File: config.mk
export PLATFORM = sky130hd
export DESIGN_NAME = string_escape_decoder
export DESIGN_NICKNAME = d
export VERILOG_FILES = /design/src/sv/sed_pkg.sv /design/src/sv/string_escape_decoder.sv
export SDC_FILE = /design/constraint.sdc
export NUM_CORES = 1
export LEC_CHECK = 0
export BUFFER_PORTS_ARGS = -buffer_cell sky130_fd_sc_hd__buf_2
export CORE_MARGIN = 3
export CORE_UTILIZATION = 37
export CTS_CLUSTER_SIZE = 24
export DETAILED_ROUTE_END_ITERATION = 8
export PLACE_DENSITY_LB_ADDON = 0.12
export SLEW_MARGIN = 20
export SYNTH_ARGS = -nofsm -noshare
export SYNTH_HDL_FRONTEND = slang
export SYNTH_SLANG_ARGS = --single-unit
File: constraint.sdc
create_clock -name clk -period 13.5 [get_ports clk]
set_clock_uncertainty 0.05 [all_clocks]
set_input_delay 0.675 -clock clk [delete_from_list [all_inputs] [get_ports clk]]
set_output_delay 0.675 -clock clk [all_outputs]
set_load 0.01 [all_outputs]
File: src/sv/sed_pkg.sv
// Shared types, character codes and decode helpers for the string escape decoder.
// No dependencies.
`timescale 1ns / 1ps
`default_nettype none

package sed_pkg;

	typedef enum logic [2:0] {
		MODE_IDLE = 3'd0,
		MODE_BODY = 3'd1,
		MODE_ESC  = 3'd2,
		MODE_HEX  = 3'd3,
		MODE_OCT  = 3'd4
	} mode_t;

	typedef enum logic [1:0] {
		END_QUOTE = 2'd0,
		END_EOL   = 2'd1,
		END_CAP   = 2'd2
	} end_status_t;

	localparam logic [7:0] CH_NUL    = 8'h00;
	localparam logic [7:0] CH_QUOTE  = 8'h22;
	localparam logic [7:0] CH_BSLASH = 8'h5C;
	localparam logic [7:0] CH_X      = 8'h78;

	typedef struct packed {
		logic [1:0] end_status;
		logic [5:0] literal_length;
		logic       last;
		logic       byte_valid;
		logic [7:0] out_byte;
	} res_t;

	// Simple escape letters map to control codes; anything else is itself.
	function automatic logic [7:0] esc_map(input logic [7:0] c);
		logic [7:0] b;
		case (c)
			8'h6E: b = 8'd10;  // n
			8'h74: b = 8'd9;   // t
			8'h72: b = 8'd13;  // r
			8'h76: b = 8'd11;  // v
			8'h66: b = 8'd12;  // f
			8'h62: b = 8'd8;   // b
			8'h61: b = 8'd7;   // a
			default: b = c;
		endcase
		return b;
	endfunction

	// {valid, nibble} for a hex digit character.
	function automatic logic [4:0] hex_digit(input logic [7:0] c);
		logic [4:0] r;
		r = 5'd0;
		if (c >= 8'h30 && c <= 8'h39) begin
			r = {1'b1, c[3:0]};
		end else if ((c >= 8'h61 && c <= 8'h66) || (c >= 8'h41 && c <= 8'h46)) begin
			r = {1'b1, c[3:0] + 4'd9};
		end
		return r;
	endfunction

	function automatic res_t make_byte(input logic [7:0] b, input logic [5:0] len);
		res_t r;
		r.out_byte       = b;
		r.byte_valid     = 1'b1;
		r.last           = 1'b0;
		r.literal_length = len;
		r.end_status     = END_QUOTE;
		return r;
	endfunction

	function automatic res_t make_fin(input end_status_t st, input logic [5:0] len);
		res_t r;
		r.out_byte       = 8'd0;
		r.byte_valid     = 1'b0;
		r.last           = 1'b1;
		r.literal_length = len;
		r.end_status     = st;
		return r;
	endfunction

endpackage

`default_nettype wire

File: src/sv/string_escape_decoder.sv
// Top level of the string escape decoder: input register, decode logic, result queue.
// Depends on sed_pkg.
`timescale 1ns / 1ps
`default_nettype none

// Usage:
//   s_* channel takes one source byte per item. Bytes are ignored until a double
//   quote opens a literal; the body is then decoded (C escapes, hex, octal).
//   m_* channel gives one result per decoded byte (m_tuser high) and one final
//   result (m_tlast high, m_tuser low) carrying the end status and length.
//   Path: an accepted item is held in the input register, decoded, and written
//   into the result queue, from which it is shown on m_*.
//   Throughput: one item per cycle. An item that ends a hex or octal escape
//   can give two results; the four-entry result queue absorbs these, and the
//   input only stalls when fewer than two queue slots are free.
//   Reset: all control state clears, the block waits for an opening quote, and the
//   result queue is empty.
//   Receiver stall: results wait in the queue; when fewer than two slots are free the decode stage
//   holds its item and s_tready drops. Nothing is lost or repeated.
module string_escape_decoder import sed_pkg::*; #(
	parameter int LEN_CAP = 63
) (
	input  wire logic        clk,
	input  wire logic        arst_n,
	input  wire logic        s_tvalid,
	output logic             s_tready,
	input  wire logic [7:0]  s_tdata,   // [7:0] char_in
	output logic             m_tvalid,
	input  wire logic        m_tready,
	output logic [15:0]      m_tdata,   // [7:0] out_byte, [13:8] literal_length, [15:14] end_status
	output logic             m_tuser,   // [0] byte_valid
	output logic             m_tlast
);

	localparam int CAP_W = $clog2(LEN_CAP + 1);
	localparam int CNT_W = (CAP_W > 6) ? CAP_W : 6;
	localparam logic [CNT_W-1:0] CAP_V = CNT_W'(LEN_CAP);

	// input register
	logic        valid_s1;
	logic [7:0]  char_s1;

	// decoder state
	mode_t            mode_q;
	logic [7:0]       acc_q;
	logic [1:0]       oct_q;
	logic [CNT_W-1:0] cnt_q;

	// result queue
	res_t        fifo_q [4];
	logic [1:0]  wr_ptr_q;
	logic [1:0]  rd_ptr_q;
	logic [2:0]  fill_q;

	logic             fire;
	logic             pop;
	mode_t            mode_n;
	logic [7:0]       acc_n;
	logic [1:0]       oct_n;
	logic [CNT_W-1:0] cnt_n;
	logic [1:0]       n_res;
	res_t             r0;
	res_t             r1;
	res_t             rb;
	logic             run_body;
	logic             body_out;
	logic [4:0]       hd;
	logic             is_oct;
	logic [7:0]       oct_acc;

	assign fire     = valid_s1 && (fill_q <= 3'd2);
	assign s_tready = !valid_s1 || fire;
	assign pop      = m_tvalid && m_tready;

	assign hd      = hex_digit(char_s1);
	assign is_oct  = (char_s1 >= 8'h30) && (char_s1 <= 8'h37);
	assign oct_acc = {acc_q[4:0], char_s1[2:0]};

	always_comb begin
		mode_n   = mode_q;
		acc_n    = acc_q;
		oct_n    = oct_q;
		cnt_n    = cnt_q;
		n_res    = 2'd0;
		r0       = '0;
		r1       = '0;
		rb       = '0;
		run_body = 1'b0;
		body_out = 1'b0;
		case (mode_q)
			MODE_BODY: begin
				run_body = 1'b1;
			end
			MODE_ESC: begin
				if (char_s1 == CH_NUL) begin
					r0     = make_fin(END_EOL, cnt_q[5:0]);
					n_res  = 2'd1;
					mode_n = MODE_IDLE;
					acc_n  = 8'd0;
					oct_n  = 2'd0;
				end else if (char_s1 == CH_X) begin
					mode_n = MODE_HEX;
					acc_n  = 8'd0;
				end else if (is_oct) begin
					mode_n = MODE_OCT;
					acc_n  = {5'd0, char_s1[2:0]};
					oct_n  = 2'd1;
				end else begin
					cnt_n  = cnt_q + 1'b1;
					r0     = make_byte(esc_map(char_s1), cnt_n[5:0]);
					n_res  = 2'd1;
					mode_n = MODE_BODY;
				end
			end
			MODE_HEX: begin
				if (hd[4]) begin
					acc_n = {acc_q[3:0], hd[3:0]};
				end else begin
					// terminator: flush the value, then treat the byte as body
					cnt_n    = cnt_q + 1'b1;
					r0       = make_byte(acc_q, cnt_n[5:0]);
					n_res    = 2'd1;
					acc_n    = 8'd0;
					mode_n   = MODE_BODY;
					run_body = 1'b1;
				end
			end
			MODE_OCT: begin
				if (is_oct) begin
					if (oct_q == 2'd2) begin
						cnt_n  = cnt_q + 1'b1;
						r0     = make_byte(oct_acc, cnt_n[5:0]);
						n_res  = 2'd1;
						acc_n  = 8'd0;
						oct_n  = 2'd0;
						mode_n = MODE_BODY;
					end else begin
						acc_n = oct_acc;
						oct_n = oct_q + 2'd1;
					end
				end else begin
					cnt_n    = cnt_q + 1'b1;
					r0       = make_byte(acc_q, cnt_n[5:0]);
					n_res    = 2'd1;
					acc_n    = 8'd0;
					oct_n    = 2'd0;
					mode_n   = MODE_BODY;
					run_body = 1'b1;
				end
			end
			default: begin
				// idle, and any unused mode code
				mode_n = MODE_IDLE;
				if (char_s1 == CH_QUOTE) begin
					mode_n = MODE_BODY;
					cnt_n  = '0;
					acc_n  = 8'd0;
					oct_n  = 2'd0;
				end
			end
		endcase

		// ordinary body byte, after any escape flush above
		if (run_body) begin
			if (char_s1 == CH_QUOTE || char_s1 == CH_NUL || cnt_n >= CAP_V) begin
				if (char_s1 == CH_QUOTE) begin
					rb = make_fin(END_QUOTE, cnt_n[5:0]);
				end else if (char_s1 == CH_NUL) begin
					rb = make_fin(END_EOL, cnt_n[5:0]);
				end else begin
					rb = make_fin(END_CAP, cnt_n[5:0]);
				end
				body_out = 1'b1;
				mode_n   = MODE_IDLE;
				acc_n    = 8'd0;
				oct_n    = 2'd0;
			end else if (char_s1 == CH_BSLASH) begin
				mode_n = MODE_ESC;
			end else begin
				cnt_n    = cnt_n + 1'b1;
				rb       = make_byte(char_s1, cnt_n[5:0]);
				body_out = 1'b1;
			end
			if (body_out) begin
				if (n_res == 2'd0) begin
					r0 = rb;
				end else begin
					r1 = rb;
				end
				n_res = n_res + 2'd1;
			end
		end
	end

	always_ff @(posedge clk or negedge arst_n) begin
		if (!arst_n) begin
			valid_s1 <= 1'b0;
			mode_q   <= MODE_IDLE;
			acc_q    <= 8'd0;
			oct_q    <= 2'd0;
			cnt_q    <= '0;
			wr_ptr_q <= 2'd0;
			rd_ptr_q <= 2'd0;
			fill_q   <= 3'd0;
		end else begin
			if (s_tready) begin
				valid_s1 <= s_tvalid;
			end
			if (fire) begin
				mode_q   <= mode_n;
				acc_q    <= acc_n;
				oct_q    <= oct_n;
				cnt_q    <= cnt_n;
				wr_ptr_q <= wr_ptr_q + n_res;
			end
			if (pop) begin
				rd_ptr_q <= rd_ptr_q + 2'd1;
			end
			fill_q <= fill_q + (fire ? {1'b0, n_res} : 3'd0) - {2'b00, pop};
		end
	end

	always_ff @(posedge clk) begin
		if (s_tready && s_tvalid) begin
			char_s1 <= s_tdata;
		end
		if (fire && n_res != 2'd0) begin
			fifo_q[wr_ptr_q] <= r0;
		end
		if (fire && n_res == 2'd2) begin
			fifo_q[wr_ptr_q + 2'd1] <= r1;
		end
	end

	assign m_tvalid = (fill_q != 3'd0);
	assign m_tdata  = {fifo_q[rd_ptr_q].end_status, fifo_q[rd_ptr_q].literal_length,
		fifo_q[rd_ptr_q].out_byte};
	assign m_tuser  = fifo_q[rd_ptr_q].byte_valid;
	assign m_tlast  = fifo_q[rd_ptr_q].last;

endmodule

`default_nettype wire

==> summary.txt <==
Global routing
  – First-pass GRT wire length: 32200 um
  – Initial antenna violation count: 0
  – Largest net degree at the start of global routing: 28
  – Total global-route track usage: 20.3%
  – Total grt overflow: 0
  – Vias in the first global route: 5565

Synthesis
  – Top post-synthesis cells by area: edfxtp_1 35%, dfrtp_1 9.8%, mux4_2 5.9%
  – Yosys top cell area share: 34.7%
  – Mapped cell area: 6920 um2
  – Mapped Nets: 712
  – Flops & latches, synth: 107
  – Async set or reset register ratio after synthesis: 25.2%
  – Register area share after synthesis: 44.5%
  – Number of synthesized flops with an enable pin: 80
  – Syn avg cell area: 10.1 um2
  – Primary FF master, synth: edfxtp_1
  – Unique cell type count in the Yosys netlist: 87
  – Synth area leader: edfxtp_1
  – Yosys warns: 0
  – Mapped Cells: 684

STA
  – Final hold violation count: 0
  – Slew @ Worst Pin: 0.904 ns
  – Final Cycle Share: 54.9%
  – Min Tclk post-route: 7.41 ns
  – Setup WS post-layout: 6.09 ns
  – Final Max Tran Viols: 0
  – Relative slew slack: 39.2%
  – RSZ-0062 raised after global routing: no
  – Fmax: 135 MHz
  – Min Hold Slack: 0.270 ns
  – Setup total negative slack: 0 ns
  – Endpoints failing setup: 0

Clocking
  – Reg clk slew, reported paths: 0.08 ns
  – Post-CTS Resized: 0
  – CTS tree: yes
  – TritonCTS Sinks: 107
  – H-tree levels: 3
  – Max clock buf depth: 2
  – Root Buffer Master: clkbuf_16
  – Clock Latency Late Sink: 0.36 ns
  – Cts hold-fix bufs: 0
  – Total CTS buffers: 9
  – Post-CTS setup buffers: 0

Routing
  – Met2 WL: 9400 um
  – Wire per inst: 22.2 um
  – Routed WL: 20300 um
  – DR WL met3: 1200 um
  – Met1 Wirelength: 9410 um
  – Drt via density: 6.22
  – Post-DRT Antenna Nets: 0
  – Detailed-route via count: 5678
  – DR pass1 iterations: 6
  – DRC errors left: 0
  – Iter 0 DRT Violations: 618
  – Top Metal Used: met4

Worst setup path
  – CP Max Fanout: 22
  – Path type of the worst setup path: flip-flop to flip-flop
  – Capturing point of the worst reg2reg path: fifo_q[0][2]$_DFFE_PP_
  – Most common cell on crit path: ha_1
  – Critical path arrival: 7.35 ns
  – Reg-to-reg slack, setup: 6.09 ns
  – Slowest-stage cell, CP: nand2_1
  – CP Capture Type: flip-flop
  – Worst R2R Path Depth: 17
  – CP max stage delay: 0.95 ns
  – Reg-to-Reg Start: char_s1[7]$_DFFE_PP_
  – Startpoint types: flip-flop
  – Worst path required time: 13.44 ns
  – Worst path cell trace: nand4bb_1, nor2_1, clkinv_1, ha_1, nor3_1, a211oi_1, and2_1, inv_1, ha_1, and2_1, a32o_1, nand4b_1, nand2_1, ha_1, nor2_1, nand3_1, nand2_1

Finish
  – Area Growth Syn to Fin: 8.14%
  – Diodes inserted: 0
  – Fin nets: 707
  – Layout cells sized above 1: 13.5%

Place
  – Routability cong.: 0.951
  – # port buffers: 31
  – Dpl hpwl: 15000 um
  – Pre-CTS setup slack: 6.27 ns

Die
  – Core box area: 18100 um2
  – Initial core utilization: 38.1%
  – # rows: 49
  – Die height: 143 um
  – Die ar.: 20400 um2
  – Die W: 143 um
  – # IOs: 32

Pwr
  – Switch share: 39.2%
  – Leak: 2.74 nW
  – Total Power: 1.37 mW
  – Reg power frac: 39.0%
  – Internal power: 0.833 mW
  – Reported net switching power: 0.538 mW
  – Pwr dens: 183 nW/um2
  – Gate power share: 40.5%
  – Max VDD drop: 0.0699 mV
  – Clock Power Share: 20.5%

Outcome
  – Run status: finished clean

Worst hold path
  – Hold Path Class: input port to async pin

Run
  – MaxCap Viol Count: 0
worst max-delay path by stage:
| stage | to | from | depth (start not counted) |
|---|---|---|---|
| floorplan | fifo_q[0][0]$_DFFE_PP_ | char_s1[0]$_DFFE_PP_ | 26 |
| global placement | fifo_q[0][1]$_DFFE_PP_ | char_s1[7]$_DFFE_PP_ | 17 |
| detailed placement | fifo_q[0][4]$_DFFE_PP_ | char_s1[7]$_DFFE_PP_ | 17 |
| CTS | fifo_q[0][4]$_DFFE_PP_ | char_s1[7]$_DFFE_PP_ | 17 |
| global route | fifo_q[0][3]$_DFFE_PP_ | char_s1[7]$_DFFE_PP_ | 18 |
| finish | fifo_q[0][2]$_DFFE_PP_ | char_s1[7]$_DFFE_PP_ | 17 |
final cells by class:
class	count	area, um2
clock buffers	9	225
clock inverters	7	87.6
fillers	1790	10700
inverters	17	63.8
multi-input cells	509	3560
flip-flops and latches	107	3080
well taps	229	287
repair buffers	35	185
registers in the layout, indices dropped and copies added, names as in the netlist:
name / count
cnt_q: 6
char_s1: 8
fifo_q: 72
acc_q: 8
fill_q: 3
wr_ptr_q: 2
oct_q: 2
mode_q: 3
rd_ptr_q: 2
valid_s1: 1
stage by stage:
step / cells / util (%) / instance area [um2]
final: 913 / 41.2 / 7480
after global placement: 897 / 39.5 / 7170
after global routing: 913 / 41.2 / 7480
after CTS: 913 / 41.2 / 7480
after detailed placement: 897 / 39.5 / 7170
after floorplan: 684 / - / 6920
layer usage:
metal	up-vias	GRT usage, %
li1	2638	-
met1	2788	29.6
met2	232	32.2
met3	20	2.65
met4	0	5.20
met5	-	0
cells by family (layout without fill, tap and decap cells):
kind of cell               Yosys count  in the layout  share of synthesized area, %
xor gates and xnor gates            13             13                          1.65
DFF                                107            107                          44.5
and+or+nand+nor                    217            217                          16.2
adders and majority gates           16             16                          3.00
buffers and inverters               68             68                          4.12
muxes                               27             27                          7.16
AOI/OAI and AO/OA                  236            236                          23.4
cells in the mapped netlist, drive strengths merged, types with 3 or more instances:
library cell and number:
edfxtp 80, a21oi 58, nor2 58, o21ai 56
nand2 54, clkbuf 31, nand3 30, dfrtp 27
a22o 26, buf 20, mux4 18, inv 16
ha 15, nor3 15, o22ai 12, o211ai 11
a31oi 10, nand2b 10, o2bb2ai 10, mux2i 9
and3 8, a22oi 7, and2 7, xnor2 7
a211oi 6, xor2 6, a21o 5, nor3b 5
a311oi 4, nand4 4, or2 4, o221ai 3
layout by cell type, fill, tap and decap left out, types with 10 or more instances in the layout:
master / netlist / layout
a21oi_1: 58 / 58
a22o_1: 26 / 26
buf_2: 15 / 31
dfrtp_1: 27 / 27
edfxtp_1: 80 / 80
ha_1: 15 / 15
inv_1: 16 / 16
mux4_2: 18 / 18
nand2_1: 54 / 54
nand2b_1: 10 / 10
nand3_1: 28 / 28
nor2_1: 58 / 58
nor3_1: 14 / 14
o211ai_1: 11 / 11
o21ai_0: 51 / 51
o22ai_1: 11 / 11
power by group through the flow:
stage	clock [mW]	sequential [mW]	combinational, mW
3_5_place_dp	0	0.543	0.558
3_3_place_gp	0	0.540	0.555
2_1_floorplan	0	0.489	0.431
6_report	0.281	0.535	0.555
5_1_grt	0.302	0.546	0.624
4_1_cts	0.286	0.536	0.561
critical path: cells and delay by family, from the launching register on:
kind            cells  cell delay (ns)
compound gates      2             0.59
flops               1             0.56
simple gates       10             4.32
buf+inv             2             0.51
fa+ha+maj           3             0.99
No activity file was read; power rests on OpenSTA's default activity.
